## config.mk

```make
export PLATFORM = sky130hd
export DESIGN_NAME = greedy_edge_colorer_top
export DESIGN_NICKNAME = d
export VERILOG_FILES = /design/src/sv/gec_pkg.sv /design/src/sv/gec_ctl.sv /design/src/sv/gec_dp.sv /design/src/sv/greedy_edge_colorer_top.sv
export SDC_FILE = /design/constraint.sdc
export NUM_CORES = 1
export LEC_CHECK = 0
export ABC_AREA = 1
export BUFFER_PORTS_ARGS = -buffer_cell sky130_fd_sc_hd__clkbuf_2
export CAP_MARGIN = 0
export CORE_ASPECT_RATIO = 1.75
export CORE_MARGIN = 2
export CORE_UTILIZATION = 65
export CTS_CLUSTER_DIAMETER = 200
export DETAILED_ROUTE_END_ITERATION = 7
export GPL_TIMING_DRIVEN = 0
export HOLD_SLACK_MARGIN = 0.1
export PLACE_DENSITY = 0.89
export SYNTH_ARGS = -nofsm -noshare
export SYNTH_HDL_FRONTEND = slang
export SYNTH_SLANG_ARGS = --single-unit
export TNS_END_PERCENT = 20
```

## constraint.sdc

```tcl
create_clock -name clk -period 11.3 [get_ports clk]
set_input_delay 1.695 -clock clk [delete_from_list [all_inputs] [get_ports clk]]
set_output_delay 1.695 -clock clk [all_outputs]
set_load 0.01 [all_outputs]
```

## src/sv/gec_pkg.sv

```systemverilog
// ----------------------------------------------------------------------------
// gec_pkg: shared constants and types of the greedy edge colorer
// Sizes of the edge store, field widths and the controller/datapath links.
// ----------------------------------------------------------------------------
package gec_pkg;

  localparam int MAX_EDGES   = 32;  // edges held per graph
  localparam int VERTEX_BITS = 8;   // endpoint bits used in compares

  localparam int VTX_W     = 8;     // width of the vertex fields at the port
  localparam int IDX_OUT_W = 5;     // edge_index field width
  localparam int COLOR_W   = 6;     // edge_color / colors_used field width

  localparam int IDX_W = (MAX_EDGES > 1) ? $clog2(MAX_EDGES) : 1;  // store address
  localparam int CNT_W = $clog2(MAX_EDGES + 1);                    // count 0..MAX, colors

  // commands from the controller to the datapath
  typedef struct packed {
    logic             ld_we;      // store incoming edge
    logic [IDX_W-1:0] ld_addr;
    logic [IDX_W-1:0] rd_addr;    // shared read address of both stores
    logic             latch;      // capture current edge, clear taken set
    logic             scan;       // read issued for an earlier edge
    logic             pick;       // write lowest free color of current edge
    logic [IDX_W-1:0] pick_addr;
    logic             top_clr;    // new graph: clear highest color
    logic             emit;       // load output register
    logic [IDX_W-1:0] emit_idx;
    logic             emit_last;
  } gec_cmd_t;

  // status back to the controller
  typedef struct packed {
    logic out_free;               // output register can take a result
  } gec_sts_t;

endpackage

```

## src/sv/gec_ctl.sv

```systemverilog
// ----------------------------------------------------------------------------
// gec_ctl: sequencer of the greedy edge colorer
// Loads edges, walks each edge against all earlier ones, then emits results.
// ----------------------------------------------------------------------------
module gec_ctl
  import gec_pkg::*;
(
  input  logic     clk,
  input  logic     rst_n,
  input  logic     in_valid,
  input  logic     in_last_edge,
  output logic     in_ready,
  input  gec_sts_t sts,
  output gec_cmd_t cmd
);

  typedef enum logic [7:0] {
    S_LOAD    = 8'b0000_0001,
    S_FETCH   = 8'b0000_0010,
    S_LATCH   = 8'b0000_0100,
    S_SCAN    = 8'b0000_1000,
    S_DRAIN   = 8'b0001_0000,
    S_PICK    = 8'b0010_0000,
    S_EMIT_RD = 8'b0100_0000,
    S_EMIT_LD = 8'b1000_0000
  } state_t;

  state_t           state_r, state_nxt;
  logic [CNT_W-1:0] cnt_r, cnt_nxt;     // edges stored
  logic [CNT_W-1:0] n_r, n_nxt;         // edges in graph being colored
  logic [IDX_W-1:0] i_r, i_nxt;         // edge being colored
  logic [IDX_W-1:0] j_r, j_nxt;         // earlier edge being read
  logic [IDX_W-1:0] k_r, k_nxt;         // result being emitted
  logic             has_room;

  assign has_room = (cnt_r < CNT_W'(MAX_EDGES));

  always_comb begin
    state_nxt     = state_r;
    cnt_nxt       = cnt_r;
    n_nxt         = n_r;
    i_nxt         = i_r;
    j_nxt         = j_r;
    k_nxt         = k_r;
    in_ready      = 1'b0;
    cmd           = '0;
    cmd.ld_addr   = cnt_r[IDX_W-1:0];
    cmd.pick_addr = i_r;
    cmd.emit_idx  = k_r;
    cmd.rd_addr   = i_r;
    unique case (state_r)
      S_LOAD: begin
        in_ready = 1'b1;
        if (in_valid) begin
          if (has_room) begin
            cmd.ld_we = 1'b1;
            cnt_nxt   = cnt_r + CNT_W'(1);
          end
          if (in_last_edge) begin
            n_nxt       = has_room ? cnt_r + CNT_W'(1) : cnt_r;
            i_nxt       = '0;
            cmd.top_clr = 1'b1;
            state_nxt   = S_FETCH;
          end
        end
      end
      S_FETCH: begin
        state_nxt = S_LATCH;
      end
      S_LATCH: begin
        cmd.latch = 1'b1;
        if (i_r == '0) begin
          state_nxt = S_PICK;
        end else begin
          j_nxt     = '0;
          state_nxt = S_SCAN;
        end
      end
      S_SCAN: begin
        cmd.rd_addr = j_r;
        cmd.scan    = 1'b1;
        if (j_r == i_r - IDX_W'(1)) begin
          state_nxt = S_DRAIN;
        end else begin
          j_nxt = j_r + IDX_W'(1);
        end
      end
      S_DRAIN: begin
        state_nxt = S_PICK;
      end
      S_PICK: begin
        cmd.pick = 1'b1;
        if (CNT_W'(i_r) + CNT_W'(1) == n_r) begin
          k_nxt     = '0;
          state_nxt = S_EMIT_RD;
        end else begin
          i_nxt     = i_r + IDX_W'(1);
          state_nxt = S_FETCH;
        end
      end
      S_EMIT_RD: begin
        cmd.rd_addr = k_r;
        state_nxt   = S_EMIT_LD;
      end
      S_EMIT_LD: begin
        cmd.rd_addr   = k_r;
        cmd.emit_last = (CNT_W'(k_r) + CNT_W'(1) == n_r);
        if (sts.out_free) begin
          cmd.emit = 1'b1;
          if (cmd.emit_last) begin
            cnt_nxt   = '0;
            state_nxt = S_LOAD;
          end else begin
            k_nxt     = k_r + IDX_W'(1);
            state_nxt = S_EMIT_RD;
          end
        end
      end
      default: begin
        state_nxt = S_LOAD;
      end
    endcase
  end

  always_ff @(posedge clk) begin
    if (!rst_n) begin
      state_r <= S_LOAD;
      cnt_r   <= '0;
      n_r     <= '0;
      i_r     <= '0;
      j_r     <= '0;
      k_r     <= '0;
    end else begin
      state_r <= state_nxt;
      cnt_r   <= cnt_nxt;
      n_r     <= n_nxt;
      i_r     <= i_nxt;
      j_r     <= j_nxt;
      k_r     <= k_nxt;
    end
  end

  // store never overfills
  a_cnt_bound: assert property (@(posedge clk) disable iff (!rst_n)
    cnt_r <= CNT_W'(MAX_EDGES))
    else $error("edge count above capacity");

  // only earlier edges are scanned
  a_scan_earlier: assert property (@(posedge clk) disable iff (!rst_n)
    state_r == S_SCAN |-> j_r < i_r)
    else $error("scan index not below current edge");

  // coloring stays inside the graph
  a_pick_in_graph: assert property (@(posedge clk) disable iff (!rst_n)
    state_r == S_PICK |-> CNT_W'(i_r) < n_r)
    else $error("colored edge beyond graph size");

  // emission stays inside the graph
  a_emit_in_graph: assert property (@(posedge clk) disable iff (!rst_n)
    state_r == S_EMIT_LD |-> CNT_W'(k_r) < n_r)
    else $error("emitted edge beyond graph size");

  // a graph being colored is never empty
  a_graph_nonempty: assert property (@(posedge clk) disable iff (!rst_n)
    state_r == S_FETCH |-> n_r != '0)
    else $error("coloring an empty graph");

endmodule

```

## src/sv/gec_dp.sv

```systemverilog
// ----------------------------------------------------------------------------
// gec_dp: datapath of the greedy edge colorer
// Edge and color stores, adjacency compare, taken set, output register.
// ----------------------------------------------------------------------------
module gec_dp
  import gec_pkg::*;
(
  input  logic                 clk,
  input  logic                 rst_n,
  input  gec_cmd_t             cmd,
  output gec_sts_t             sts,
  input  logic [VTX_W-1:0]     in_vertex_a,
  input  logic [VTX_W-1:0]     in_vertex_b,
  output logic                 out_valid,
  input  logic                 out_ready,
  output logic [IDX_OUT_W-1:0] out_edge_index,
  output logic [COLOR_W-1:0]   out_edge_color,
  output logic [COLOR_W-1:0]   out_colors_used,
  output logic                 out_last_result
);

  logic [2*VERTEX_BITS-1:0] ep_mem [MAX_EDGES];
  logic [CNT_W-1:0]         color_mem [MAX_EDGES];

  logic [2*VERTEX_BITS-1:0] rd_ep_r;
  logic [CNT_W-1:0]         rd_color_r;
  logic [VERTEX_BITS-1:0]   cur_a_r, cur_b_r;
  logic [VERTEX_BITS-1:0]   rd_a, rd_b;
  logic                     scan_vld_r;
  logic [MAX_EDGES:0]       taken_r, taken_nxt;
  logic [CNT_W-1:0]         top_r, top_nxt;
  logic [CNT_W-1:0]         pick_c;
  logic                     touch;

  logic                     out_valid_r, out_valid_nxt;
  logic [IDX_OUT_W-1:0]     out_idx_r;
  logic [COLOR_W-1:0]       out_color_r;
  logic [COLOR_W-1:0]       out_used_r;
  logic                     out_last_r;

  // edge store: write on load, one registered read
  always_ff @(posedge clk) begin
    if (cmd.ld_we) begin
      ep_mem[cmd.ld_addr] <= {in_vertex_a[VERTEX_BITS-1:0], in_vertex_b[VERTEX_BITS-1:0]};
    end
    rd_ep_r <= ep_mem[cmd.rd_addr];
  end

  // color store
  always_ff @(posedge clk) begin
    if (cmd.pick) begin
      color_mem[cmd.pick_addr] <= pick_c;
    end
    rd_color_r <= color_mem[cmd.rd_addr];
  end

  assign rd_a  = rd_ep_r[2*VERTEX_BITS-1:VERTEX_BITS];
  assign rd_b  = rd_ep_r[VERTEX_BITS-1:0];
  assign touch = (cur_a_r == rd_a) || (cur_a_r == rd_b) ||
                 (cur_b_r == rd_a) || (cur_b_r == rd_b);

  always_ff @(posedge clk) begin
    if (cmd.latch) begin
      cur_a_r <= rd_a;
      cur_b_r <= rd_b;
    end
  end

  // lowest color not in the taken set
  always_comb begin
    pick_c = CNT_W'(MAX_EDGES);
    for (int c = MAX_EDGES; c >= 1; c--) begin
      if (!taken_r[c]) begin
        pick_c = CNT_W'(c);
      end
    end
  end

  always_comb begin
    taken_nxt = taken_r;
    if (cmd.latch) begin
      taken_nxt = '0;
    end else if (scan_vld_r && touch) begin
      taken_nxt[rd_color_r] = 1'b1;
    end
  end

  always_comb begin
    top_nxt = top_r;
    if (cmd.top_clr) begin
      top_nxt = '0;
    end else if (cmd.pick && pick_c > top_r) begin
      top_nxt = pick_c;
    end
  end

  // output register
  assign sts.out_free = !out_valid_r || out_ready;

  always_comb begin
    out_valid_nxt = out_valid_r;
    if (cmd.emit) begin
      out_valid_nxt = 1'b1;
    end else if (out_ready) begin
      out_valid_nxt = 1'b0;
    end
  end

  // highest color is held with the result: a new graph may clear top_r
  // while the last result still waits
  always_ff @(posedge clk) begin
    if (cmd.emit) begin
      out_idx_r   <= IDX_OUT_W'(cmd.emit_idx);
      out_color_r <= COLOR_W'(rd_color_r);
      out_used_r  <= COLOR_W'(top_r);
      out_last_r  <= cmd.emit_last;
    end
  end

  always_ff @(posedge clk) begin
    if (!rst_n) begin
      scan_vld_r  <= 1'b0;
      taken_r     <= '0;
      top_r       <= '0;
      out_valid_r <= 1'b0;
    end else begin
      scan_vld_r  <= cmd.scan;
      taken_r     <= taken_nxt;
      top_r       <= top_nxt;
      out_valid_r <= out_valid_nxt;
    end
  end

  assign out_valid       = out_valid_r;
  assign out_edge_index  = out_idx_r;
  assign out_edge_color  = out_color_r;
  assign out_colors_used = out_used_r;
  assign out_last_result = out_last_r;

  // a picked color is never zero
  a_pick_nonzero: assert property (@(posedge clk) disable iff (!rst_n)
    cmd.pick |-> pick_c != '0)
    else $error("picked color zero");

  // a result is loaded only into a free output register
  a_emit_free: assert property (@(posedge clk) disable iff (!rst_n)
    cmd.emit |-> sts.out_free)
    else $error("output register overwritten");

  // color zero never enters the taken set
  a_taken_zero: assert property (@(posedge clk) disable iff (!rst_n)
    !taken_r[0])
    else $error("color zero marked taken");

endmodule

```

## src/sv/greedy_edge_colorer_top.sv

```systemverilog
// ----------------------------------------------------------------------------
// greedy_edge_colorer_top: greedy edge colorer
// Load: one edge request per cycle. After the final edge, each edge i is
//   colored by fetch, latch, one read per earlier edge, drain and pick (edge 0
//   skips reads and drain); reads go through the single edge store read port.
//   Results then leave one at a time, each loaded when the output is free.
// Reset (rst_n low, synchronous) empties the edge count and output register.
// ----------------------------------------------------------------------------
module greedy_edge_colorer_top
  import gec_pkg::*;
(
  input  logic                 clk,
  input  logic                 rst_n,
  // edge requests
  input  logic                 in_valid,
  output logic                 in_ready,
  input  logic [VTX_W-1:0]     in_vertex_a,
  input  logic [VTX_W-1:0]     in_vertex_b,
  input  logic                 in_last_edge,
  // color results
  output logic                 out_valid,
  input  logic                 out_ready,
  output logic [IDX_OUT_W-1:0] out_edge_index,
  output logic [COLOR_W-1:0]   out_edge_color,
  output logic [COLOR_W-1:0]   out_colors_used,
  output logic                 out_last_result
);

  // Edges beyond capacity are dropped; a final edge still starts coloring.
  // Adjacency: any endpoint of one edge equals any endpoint of the other,
  // which covers self loops and repeated edges.
  // The block returns to loading as soon as the last result sits in the
  // output register, so a new graph can start while it waits to be taken.

  gec_cmd_t cmd;
  gec_sts_t sts;

  gec_ctl u_ctl (
    .clk          (clk),
    .rst_n        (rst_n),
    .in_valid     (in_valid),
    .in_last_edge (in_last_edge),
    .in_ready     (in_ready),
    .sts          (sts),
    .cmd          (cmd)
  );

  gec_dp u_dp (
    .clk             (clk),
    .rst_n           (rst_n),
    .cmd             (cmd),
    .sts             (sts),
    .in_vertex_a     (in_vertex_a),
    .in_vertex_b     (in_vertex_b),
    .out_valid       (out_valid),
    .out_ready       (out_ready),
    .out_edge_index  (out_edge_index),
    .out_edge_color  (out_edge_color),
    .out_colors_used (out_colors_used),
    .out_last_result (out_last_result)
  );

endmodule
```

# Word level (Yosys, flattened, before mapping)
# Memories as Yosys holds them, arrays and structs flattened. A register that Yosys moved wholly into a read port is not among the register bits.
# Cells that the tools add are included.
[totals]
regBits = 110
inputBits = 21
word_cells = 155
memories = 2
ramBits = 704
out_inout_bits = 20
[mem_list]
columns = ["memory", "depth", "width", "rd", "rd_clocked_by_memory_dff", "write_ports", "line_no", "rtl"]
rows = [
  ["u_dp.ep_mem", 32, 16, 1, 1, 1, "gec_dp.sv:22", "logic [2*VERTEX_BITS-1:0] ep_mem [MAX_EDGES];"],
  ["u_dp.color_mem", 32, 6, 1, 1, 1, "gec_dp.sv:23", "logic [CNT_W-1:0] color_mem [MAX_EDGES];"],
]
[op_classes]
mux = 76
eq_ne = 25
n_addsub = 7
bitwise_logic = 2
order_cmp = 4
n_reduce_logical = 23
[op_table]
columns = ["op", "n"]
rows = [
  ["6-bit two-way mux", 36],
  ["8-bit one-hot mux with 8 select lines", 1],
  ["5-bit two-way mux", 8],
  ["5-bit one-hot mux with 2 select lines", 4],
  ["33-bit OR", 1],
  ["8-bit == test", 4],
  ["8-bit two-way mux", 4],
  ["1-bit two-way mux", 19],
  ["4-bit AND reduction", 4],
  ["5-bit by 1-bit adder with 5-bit output (second input constant)", 3],
  ["7-bit two-way mux", 2],
  ["2-bit inequality test (second input constant)", 7],
  ["5-bit by 1-bit adder with 6-bit output (second input constant)", 2],
  ["6-bit == test", 2],
  ["6-bit one-hot mux with 2 select lines", 1],
  ["2-bit nonzero test", 5],
  ["8-bit by 1-bit == test with 1-bit output (second input constant)", 1],
  ["8-bit by 2-bit == test with 1-bit output (second input constant)", 1],
  ["8-bit by 3-bit == test with 1-bit output (second input constant)", 1],
  ["8-bit by 4-bit == test with 1-bit output (second input constant)", 1],
  ["8-bit by 5-bit == test with 1-bit output (second input constant)", 1],
  ["8-bit by 6-bit == test with 1-bit output (second input constant)", 1],
  ["8-bit by 7-bit == test with 1-bit output (second input constant)", 1],
  ["8-bit == test (second input constant)", 1],
  ["16 further kinds", 26],
]

# Depth between registers and ports, before layout
# Gate-level depths: netlist of run 1.
[depth]
ltp_word = 33
depth_mapped = 40
mapped_depth_nobuf = 40

# Modules after synthesis
# A second synthesis of run 1 with hierarchy kept.
[hier_totals]
hier_cells = 2760
area_unflattened_um2 = 33616.0
[modules_own_cells]
columns = ["mod", "area_per_inst_um2", "seq_area_each_um2", "n_inst", "cells_each"]
rows = [
  ["gec_dp", 31253.7, 23382.4, 1, 2403],
  ["gec_ctl", 2362.3, 700.7, 1, 357],
]

# Worst setup path before layout of run 1
# OpenSTA, ideal clock, no wires.
[synth_path]
path_kind = "in2reg"
start = "input port in_valid"
end = "memory u_dp.ep_mem[23][0] (netlist name) (enable)"
setup_slack_ns = 7.185
n_path_buf = 0
setup_ns = 0.430
cell_stages = 4
required_time_ns = 10.870
arrival_time_ns = 3.685
path_cell_list = "inv_1 -> nor2_1 -> inv_1 -> nor4_1"
[synth_via]
elab_chain_cells = 4
[synth_rtl]
columns = ["item", "line_no", "rtl"]
rows = [
  ["from (decl)", "greedy_edge_colorer_top.sv:15", "input logic in_valid,"],
  ["1-bit two-way mux", "gec_ctl.sv:54", "if (in_valid) begin"],
  ["1-bit two-way mux", "gec_ctl.sv:51", "unique case (state_r)"],
  ["1-bit two-way mux", "gec_dp.sv:43", "if (cmd.ld_we) begin"],
  ["1-bit two-way mux (implied by the code)", "gec_dp.sv:44", "ep_mem[cmd.ld_addr] <= {in_vertex_a[VERTEX_BITS-1:0], in_vertex_b[VERTEX_BITS-1:0]};"],
  ["to (decl)", "gec_dp.sv:22", ""],
]
# No other way between the ends.

# Worst setup path after layout of run 1
[layout_path]
start = "register u_dp.taken_r[31]"
end = "register u_dp.top_r[3]"
[layout_via]
elab_chain_cells = 33
[layout_rtl]
columns = ["item", "line_no", "rtl"]
rows = [
  ["from (decl)", "gec_dp.sv:30", "logic [MAX_EDGES:0] taken_r, taken_nxt;"],
  ["from (signal assigned)", "gec_dp.sv:128", "taken_r <= taken_nxt;"],
  ["6-bit two-way mux (31 in a row)", "gec_dp.sv:73", "if (!taken_r[c]) begin"],
  ["via u_dp.pick_c[0]", "gec_dp.sv:32", "logic [CNT_W-1:0] pick_c;"],
  ["6-bit > comparator", "gec_dp.sv:92", "end else if (cmd.pick && pick_c > top_r) begin"],
  ["1-bit logical AND", "gec_dp.sv:92", ""],
  ["to (signal assigned)", "gec_dp.sv:129", "top_r <= top_nxt;"],
  ["to (decl)", "gec_dp.sv:31", "logic [CNT_W-1:0] top_r, top_nxt;"],
]
# The timed path passes the listed nets, and every way through them passes these cells.
# A chain may end at the register's enable or synchronous reset.

==> run metrics, run 1 <==
required time of the critical path=11.80 ns; leakage power=12.50 nW; Net Count, Synth=2726; area inside the core boundary=52080 µm²; RSZ-0062 raised after global routing=false; first-pass detailed-route iteration total=8; cell seen most often among critical-path stages=nand2_1; CTS H-Tree Depth=3; post-CTS setup buffer count=0; class of the tightest hold or removal check=reg2reg; floorplan die area=54410 µm²; number of standard cells after synthesis=2688; most common library cells after synthesis=edfxtp_1 (738), nor2_1 (510), o211ai_1 (178); all-layer global routing usage=36.10%; TritonCTS Buffers=69; combinational power share=3.1%; total power after layout=0.006073 W; proportion of total power due to net switching=20.94%; Fin. Hold Viols=0; count of distinct cell types in the synthesized netlist=44; vias in the first global route=24060; part of the total power dissipated in sequential elements=56.0%; post-synthesis cell type with the largest combined area=edfxtp_1; power density of the placed cells=160.7 nW/µm²; worst slew slack as a fraction of its limit=6.211%; die width=177.2 µm; share of cells above drive strength 1=14.84%; worst vdd rail ir drop=0.1327 mV; first-pass GRT wire length=142.4 mm; Async SR Flop Fraction=0%; CTS tree=built; CP peak stage delay=1.02 ns; clock tree root driver cell=clkbuf_16; post-cts repair resize count=0; routed wire length=97.90 mm; startpoint types=register; Clock Skews=0.02299 ns; arrival time at the worst endpoint=5.04 ns; number of input and output port buffers inserted=39; setup violation total in the final timing report=0; Top Metal Used=met4; antenna cells=0; synthesis-stage register bit count=834; Max Transition Viols Final=0; area growth from synthesis to layout=10.76%; status=complete, but fails checks; type of the setup path with the least slack=reg2reg; post-detailed-route via-to-cell ratio=6.783; Setup crit end kind=register; largest net degree at the start of global routing=34; crit-path max FO=33; Final period util=40.22%; Slew @ Worst Pin=1.403 ns; hpwl dp=67.74 mm; Synth Flop Type=edfxtp_1; mean post-synth cell area=12.69 µm²; cell area after synthesis=34120 µm²; fin util=72.56%; Min Clock Period, post-route=4.545 ns; Sw Pwr=0.001272 W; violated checks=design-rule violations; register area share after synthesis=70.58%; boundary pin count=41; effective utilization at floorplan=65.51%; Clock transition at path regs=0.07 ns; number of cell rows=111; maximum frequency from static timing analysis=0.2200 GHz; cell type of the slowest stage on the worst timing path=nand2_1; clock share of power=40.9%; internal power component=0.004802 W; remaining number of nets flagged by the antenna check after routing=0; Bufs on Longest Clock Path=3; total met2 wirelength after detailed routing=49.55 mm; average wire length per cell after detail routing=27.58 µm; die boundary height=307.1 µm; dominant cells by area after synthesis=edfxtp_1 (65%), dfxtp_1 (5.6%), nor2_1 (5.6%); Setup TNS Final=0 ns; total number of yosys warnings=0; violation count after the first detailed-route iteration=3535; Synth top area share=64.95%; hold buffer count at cts=0; count of nets after finishing=2853; WL met1=30.25 mm; routed wl met3=8.681 mm; final weighted congestion of routability-driven global placement=1.008; GRT Residual Overflow=0; most used standard cell by instance count after synthesis=edfxtp_1; count of vias placed by the detailed router=24070; number of enable flip-flop cells after synthesis=738; antenna violations before repair=1; Max Cap Viol=0; total number of clock tree sinks=834; clock latency on the worst-skew pair=0.62 ns; DRC violations left=2
per-layer routing:
layer | vias to the layer above | track usage, %
li1 | 10220 | -
met1 | 11540 | 38.10
met2 | 1820 | 61.98
met3 | 488 | 6.306
met4 | 0 | 30.60
met5 | - | 0
flip-flops by register name, indices dropped and copies added (netlist names), 6 cells and up:
name	flops
u_dp.rd_color_r	6
u_ctl.n_r	6
u_dp.ep_mem	512
u_dp.out_colors_used	6
u_dp.cur_b_r	8
u_dp.taken_r	31
u_dp.rd_ep_r	16
u_ctl.cnt_r	6
u_ctl.state_r	8
u_dp.top_r	6
u_dp.out_edge_color	6
u_dp.color_mem	192
u_dp.cur_a_r	8
power groups by stage:
stage,logic (W),clock network (W),registers [W]
after global placement,0.000171,0,0.00347
after detailed placement,0.000180,0,0.00347
final,0.000188,0.00249,0.00340
after CTS,0.000181,0.00247,0.00340
after floorplan,0.0000984,0,0.00346
after global routing,0.000200,0.00258,0.00340
placed cells by master, fill, tap and decap left out, types with 17 or more instances in the layout:
cell | netlist | routed
nor2_2 | 2 | 26
o311ai_1 | 52 | 52
nand2_1 | 146 | 146
clkbuf_2 | 0 | 39
clkbuf_1 | 84 | 94
edfxtp_1 | 738 | 738
a31oi_1 | 27 | 26
buf_2 | 48 | 48
xor2_1 | 28 | 28
nor2_1 | 510 | 486
dfxtp_1 | 96 | 96
nand3_1 | 124 | 124
o311ai_0 | 102 | 102
o32ai_1 | 23 | 23
nor3_1 | 31 | 30
or2_2 | 146 | 146
clkbuf_16 | 0 | 73
inv_1 | 113 | 113
a21oi_1 | 68 | 67
o211ai_1 | 178 | 178
buf_4 | 14 | 22
o21ai_0 | 44 | 44
ha_1 | 17 | 17
final timing paths:
check             cells after the start                      end  slack [ns]        startpoint
setup / recovery                     39            u_dp.top_r[3]        6.75  u_dp.taken_r[31]
hold / removal                        0  u_dp.out_colors_used[4]        0.43     u_dp.top_r[4]
setup reg to reg                     39            u_dp.top_r[3]        6.75  u_dp.taken_r[31]
hold reg to reg                       0  u_dp.out_colors_used[4]        0.43     u_dp.top_r[4]
metrics by stage:
step	area [µm²]	cells	setup slack, ns	hold WS, ns
5_1_grt	37790	3549	6.291	0.4494
3_5_place_dp	35410	3419	6.521	0.4233
6_report	37790	3549	6.755	0.4343
2_1_floorplan	34120	2688	7.185	0.4082
3_3_place_gp	35160	3405	5.494	0.4133
4_1_cts	37730	3546	6.761	0.4376
worst max-delay path: cells and delay by family, from the launching register on:
family / cells / cell delay, ns
and+or+nand+nor: 31 / 2.78
adders and majority gates: 1 / 0.25
AOI/OAI and AO/OA: 4 / 0.66
DFF: 1 / 0.31
buffers and inverters: 3 / 0.40
layout make-up:
type | count | area [µm²]
well taps | 678 | 848.3
fillers | 3128 | 14290
plain buffers | 159 | 769.5
inverters | 123 | 461.7
clock buffers | 83 | 1864
multi-input cells | 1572 | 8910
flip-flops and latches | 834 | 24080
repair buffers | 56 | 397.9
clock inverters | 44 | 456.7
logic make-up (layout without fill, tap and decap cells):
logic type,after synthesis,count (layout),share of synthesized area [%]
xor+xnor,38,38,0.9754
compound gates,518,518,11.15
fa+ha+maj,17,17,0.6234
buf+inv,282,465,3.608
simple gates,999,999,13.06
flops,834,834,70.58
Note: power is estimated with default switching activity, not from simulation.
==> inputs of run 2 (changes only) <==
Settings changed: CORE_UTILIZATION 65 to 63, PLACE_DENSITY 0.89 to 0.87.
Clock period 11.3 ns to 4.2 ns, I/O delays scaled along.
==> run 2 against run 1 <==
Net effect:
- the flow finishes with violations (negative setup slack)
- clock skew is 0.0041 ns higher
- non-clock buffer count stayed put
- sequential cell count stayed put
- cell area is 0.73% higher
- combinational power grew to 2.9 times the previous value
- worst setup slack worse by 6.8 ns
- sequential power grew to 2.7 times the previous value
- sequential share of layout area is 0.46 points lower
- core utilization is 1.3 points lower
- count of clock-buffer cells in the layout is 11 higher
- wire length is 0.41% higher
- die area is 3.1% higher
==> run metrics, run 2 (same netlist as run 1, synthesis figures left out) <==
Worst Setup SP=u_ctl.state_r[1] (was u_dp.taken_r[31]); all-layer global routing usage=34.70% (was 36.10%); RSZ-0062 raised after global routing=true (was false); average wire length per cell after detail routing=27.63 µm (was 27.58 µm); Fin. Hold Viols=0 (unchanged); first-pass detailed-route iteration total=6 (was 8); effective utilization at floorplan=63.91% (was 65.51%); first-pass GRT wire length=143.6 mm (was 142.4 mm); type of the setup path with the least slack=reg2reg (unchanged); reg2reg path depth=20 (was 39); hold buffer count at cts=0 (unchanged); remaining number of nets flagged by the antenna check after routing=0 (unchanged); Bufs on Longest Clock Path=3 (unchanged); leading cell types in the layout, fill and taps excluded=edfxtp_1 (738), nor2_1 (477), o211ai_1 (178), or2_2 (146), nand2_1 (141) (was edfxtp_1 (738), nor2_1 (486), o211ai_1 (178), nand2_1 (146), or2_2 (146)); number of input and output port buffers inserted=39 (unchanged); hpwl dp=68.28 mm (was 67.74 mm); antenna violations before repair=1 (unchanged); GRT Residual Overflow=0 (unchanged); die width=179.9 µm (was 177.2 µm); count of nets after finishing=2857 (was 2853); stages on the worst setup path=20 (was 39); Max Cap Viol=0 (unchanged); crit-path max FO=10 (was 33); setup slack on the worst flop-to-flop path=-0.08 ns (was 6.75 ns); most common library cell in the layout ignoring fill and taps=edfxtp_1 (unchanged); number of flip-flops under the largest register name=512 (unchanged); area inside the core boundary=53390 µm² (was 52080 µm²); clock tree root driver cell=clkbuf_16 (unchanged); Worst path top cell family by delay=simple AND/OR/NAND/NOR gates (unchanged); fillers=3320 (was 3128); TritonCTS Buffers=73 (was 69); Slew @ Worst Pin=1.150 ns (was 1.403 ns); CTS H-Tree Depth=3 (unchanged); maximum frequency from static timing analysis=0.2334 GHz (was 0.2200 GHz); CTS tree=built (unchanged); violation count after the first detailed-route iteration=3235 (was 3535); largest net degree at the start of global routing=35 (was 34); CP peak stage delay=0.73 ns (was 1.02 ns); area of all placed cells without fillers=38070 µm² (was 37790 µm²); capturing element of the worst setup path=u_dp.rd_ep_r[7] (was u_dp.top_r[3]); startpoint types=register (unchanged); routed wire length=98.30 mm (was 97.90 mm); share of cells above drive strength 1=15.84% (was 14.84%); power density of the placed cells=429.6 nW/µm² (was 160.7 nW/µm²); registers with the most flip-flops=u_dp.ep_mem: 512 flops, u_dp.color_mem: 192 flops, u_dp.taken_r: 31 flops (unchanged); leakage power=12.32 nW (was 12.50 nW); number of cell rows=112 (was 111); final weighted congestion of routability-driven global placement=0.9822 (was 1.008); Setup crit end kind=register (unchanged); worst reg2reg endpoint=u_dp.rd_ep_r[7] (was u_dp.top_r[3]); worst slew slack as a fraction of its limit=23.31% (was 6.211%); class of the tightest hold or removal check=in2reg (was reg2reg); vias in the first global route=24120 (was 24060); count of non-filler cells in the finished layout=3558 (was 3549); placed instance area=35420 µm² (was 35410 µm²); Final period util=102.0% (was 40.22%); total number of clock tree sinks=834 (unchanged); post-CTS setup buffer count=0 (unchanged); count of buffer and inverter cells on the critical path=7 (was 3); status=complete, but fails checks (unchanged); Max Transition Viols Final=0 (unchanged); Clock Skews=0.02713 ns (was 0.02299 ns); worst vdd rail ir drop=0.3714 mV (was 0.1327 mV); DRC violations left=0 (was 2); setup violation total in the final timing report=1 (was 0); violated checks=negative setup slack (was design-rule violations); required time of the critical path=4.65 ns (was 11.80 ns); Min Clock Period, post-route=4.285 ns (was 4.545 ns); area growth from synthesis to layout=11.57% (was 10.76%); count of vias placed by the detailed router=23830 (was 24070); Clock transition at path regs=0.06 ns (was 0.07 ns); placed cell count=3426 (was 3419); cell type of the slowest stage on the worst timing path=o211ai_1 (was nand2_1); clock latency on the worst-skew pair=0.64 ns (was 0.62 ns); final worst setup slack=-0.08477 ns (was 6.755 ns); beginning of the worst register-to-register path=u_ctl.state_r[1] (was u_dp.taken_r[31]); floorplan die area=56110 µm² (was 54410 µm²); post-detailed-route via-to-cell ratio=6.697 (was 6.783); Biggest register=u_dp.ep_mem (unchanged); arrival time at the worst endpoint=4.73 ns (was 5.04 ns); boundary pin count=41 (unchanged); chain of cells forming the critical path=nor2_1, inv_2, nor2_4, inv_2, nor4_4, inv_2, nand2_2, nor2_2, nand2_1, nand2_2, buf_6, buf_6, buf_6, buf_2, nor2_1, o32ai_1, o211ai_1, nand2_1, nor2_1, a31oi_2; die boundary height=311.9 µm (was 307.1 µm)
==> run 2: through the flow <==
stage / utilization [%] / worst slack [ns] / setup TNS (ns) / hold slack [ns] / total power, W
after floorplan: - / 0.4717 / 0 / 0.4082 / 0.009573
after global placement: 65.87 / -1.774 / -83.34 / 0.4136 / 0.009789
after detailed placement: 66.34 / -0.3319 / -56.23 / 0.4284 / 0.009819
after CTS: 70.78 / -0.3047 / -17.57 / 0.3359 / 0.01628
after global routing: 71.29 / -0.1223 / -0.5606 / 0.3836 / 0.01667
final: 71.30 / -0.08477 / -0.08477 / 0.3495 / 0.01635
==> run 2: report_power, final <==
group          internal, W  leakage (nW)  switching [W]
combinational     0.000140          3.66       0.000399
clock              0.00367          1.14        0.00299
sequential         0.00909          7.52      0.0000667
total               0.0129          12.3        0.00346
==> run 2: what timing repair did <==
action                                 in CTS  in global routing
pin swaps                                   0                  2
endpoints found under the hold margin       0                  0
setup endpoints to repair                 296                483
gates cloned                                0                  0
gates resized for setup                    18                 55
==> run 2: how the worst min path moves through the flow <==
stage | slack, ns | start | cells after the start | to
detailed placement | 0.43 | u_dp.top_r[1] | 0 | u_dp.out_colors_used[1]
finish | 0.35 | out_ready | 4 | u_dp.out_valid
CTS | 0.34 | out_ready | 4 | u_dp.out_valid
global placement | 0.41 | u_dp.top_r[3] | 0 | u_dp.out_colors_used[3]
floorplan | 0.41 | u_dp.top_r[1] | 0 | u_dp.out_colors_used[1]
global route | 0.38 | out_ready | 4 | u_dp.out_valid
==> run 2: final cells by class <==
| cell class | instances | area [µm²] | share of cell area, % |
|---|---|---|---|
| sequential | 834 | 24080 | 63.27 |
| multi-input combinational | 1572 | 9155 | 24.05 |
| clock buffer | 94 | 1978 | 5.197 |
| tap | 684 | 855.8 | 2.248 |
| buffer | 159 | 775.7 | 2.038 |
| inverter | 123 | 469.2 | 1.233 |
| timing repair buffer | 56 | 395.4 | 1.039 |
| clock inverter | 35 | 351.6 | 0.9236 |
| antenna | 1 | 2.502 | 0.006574 |
==> run 2: per-layer routing <==
layer  wire (µm)  global-route usage (%)  share of wire, %  vias to the layer above
li1            -                       -                 -                    10230
met1       30000                   35.88                31                    11300
met2       49930                   60.11                51                     1794
met3        8831                   6.322               9.0                      499
met4        9548                   30.36               9.7                        0
met5           0                       0                 0                        -
==> run 2: worst min-delay path: cells and delay by family <==
| family | cells | cell delay (ns) |
|---|---|---|
| and+or+nand+nor | 3 | 0.21 |
| buffers and inverters | 1 | 0.08 |
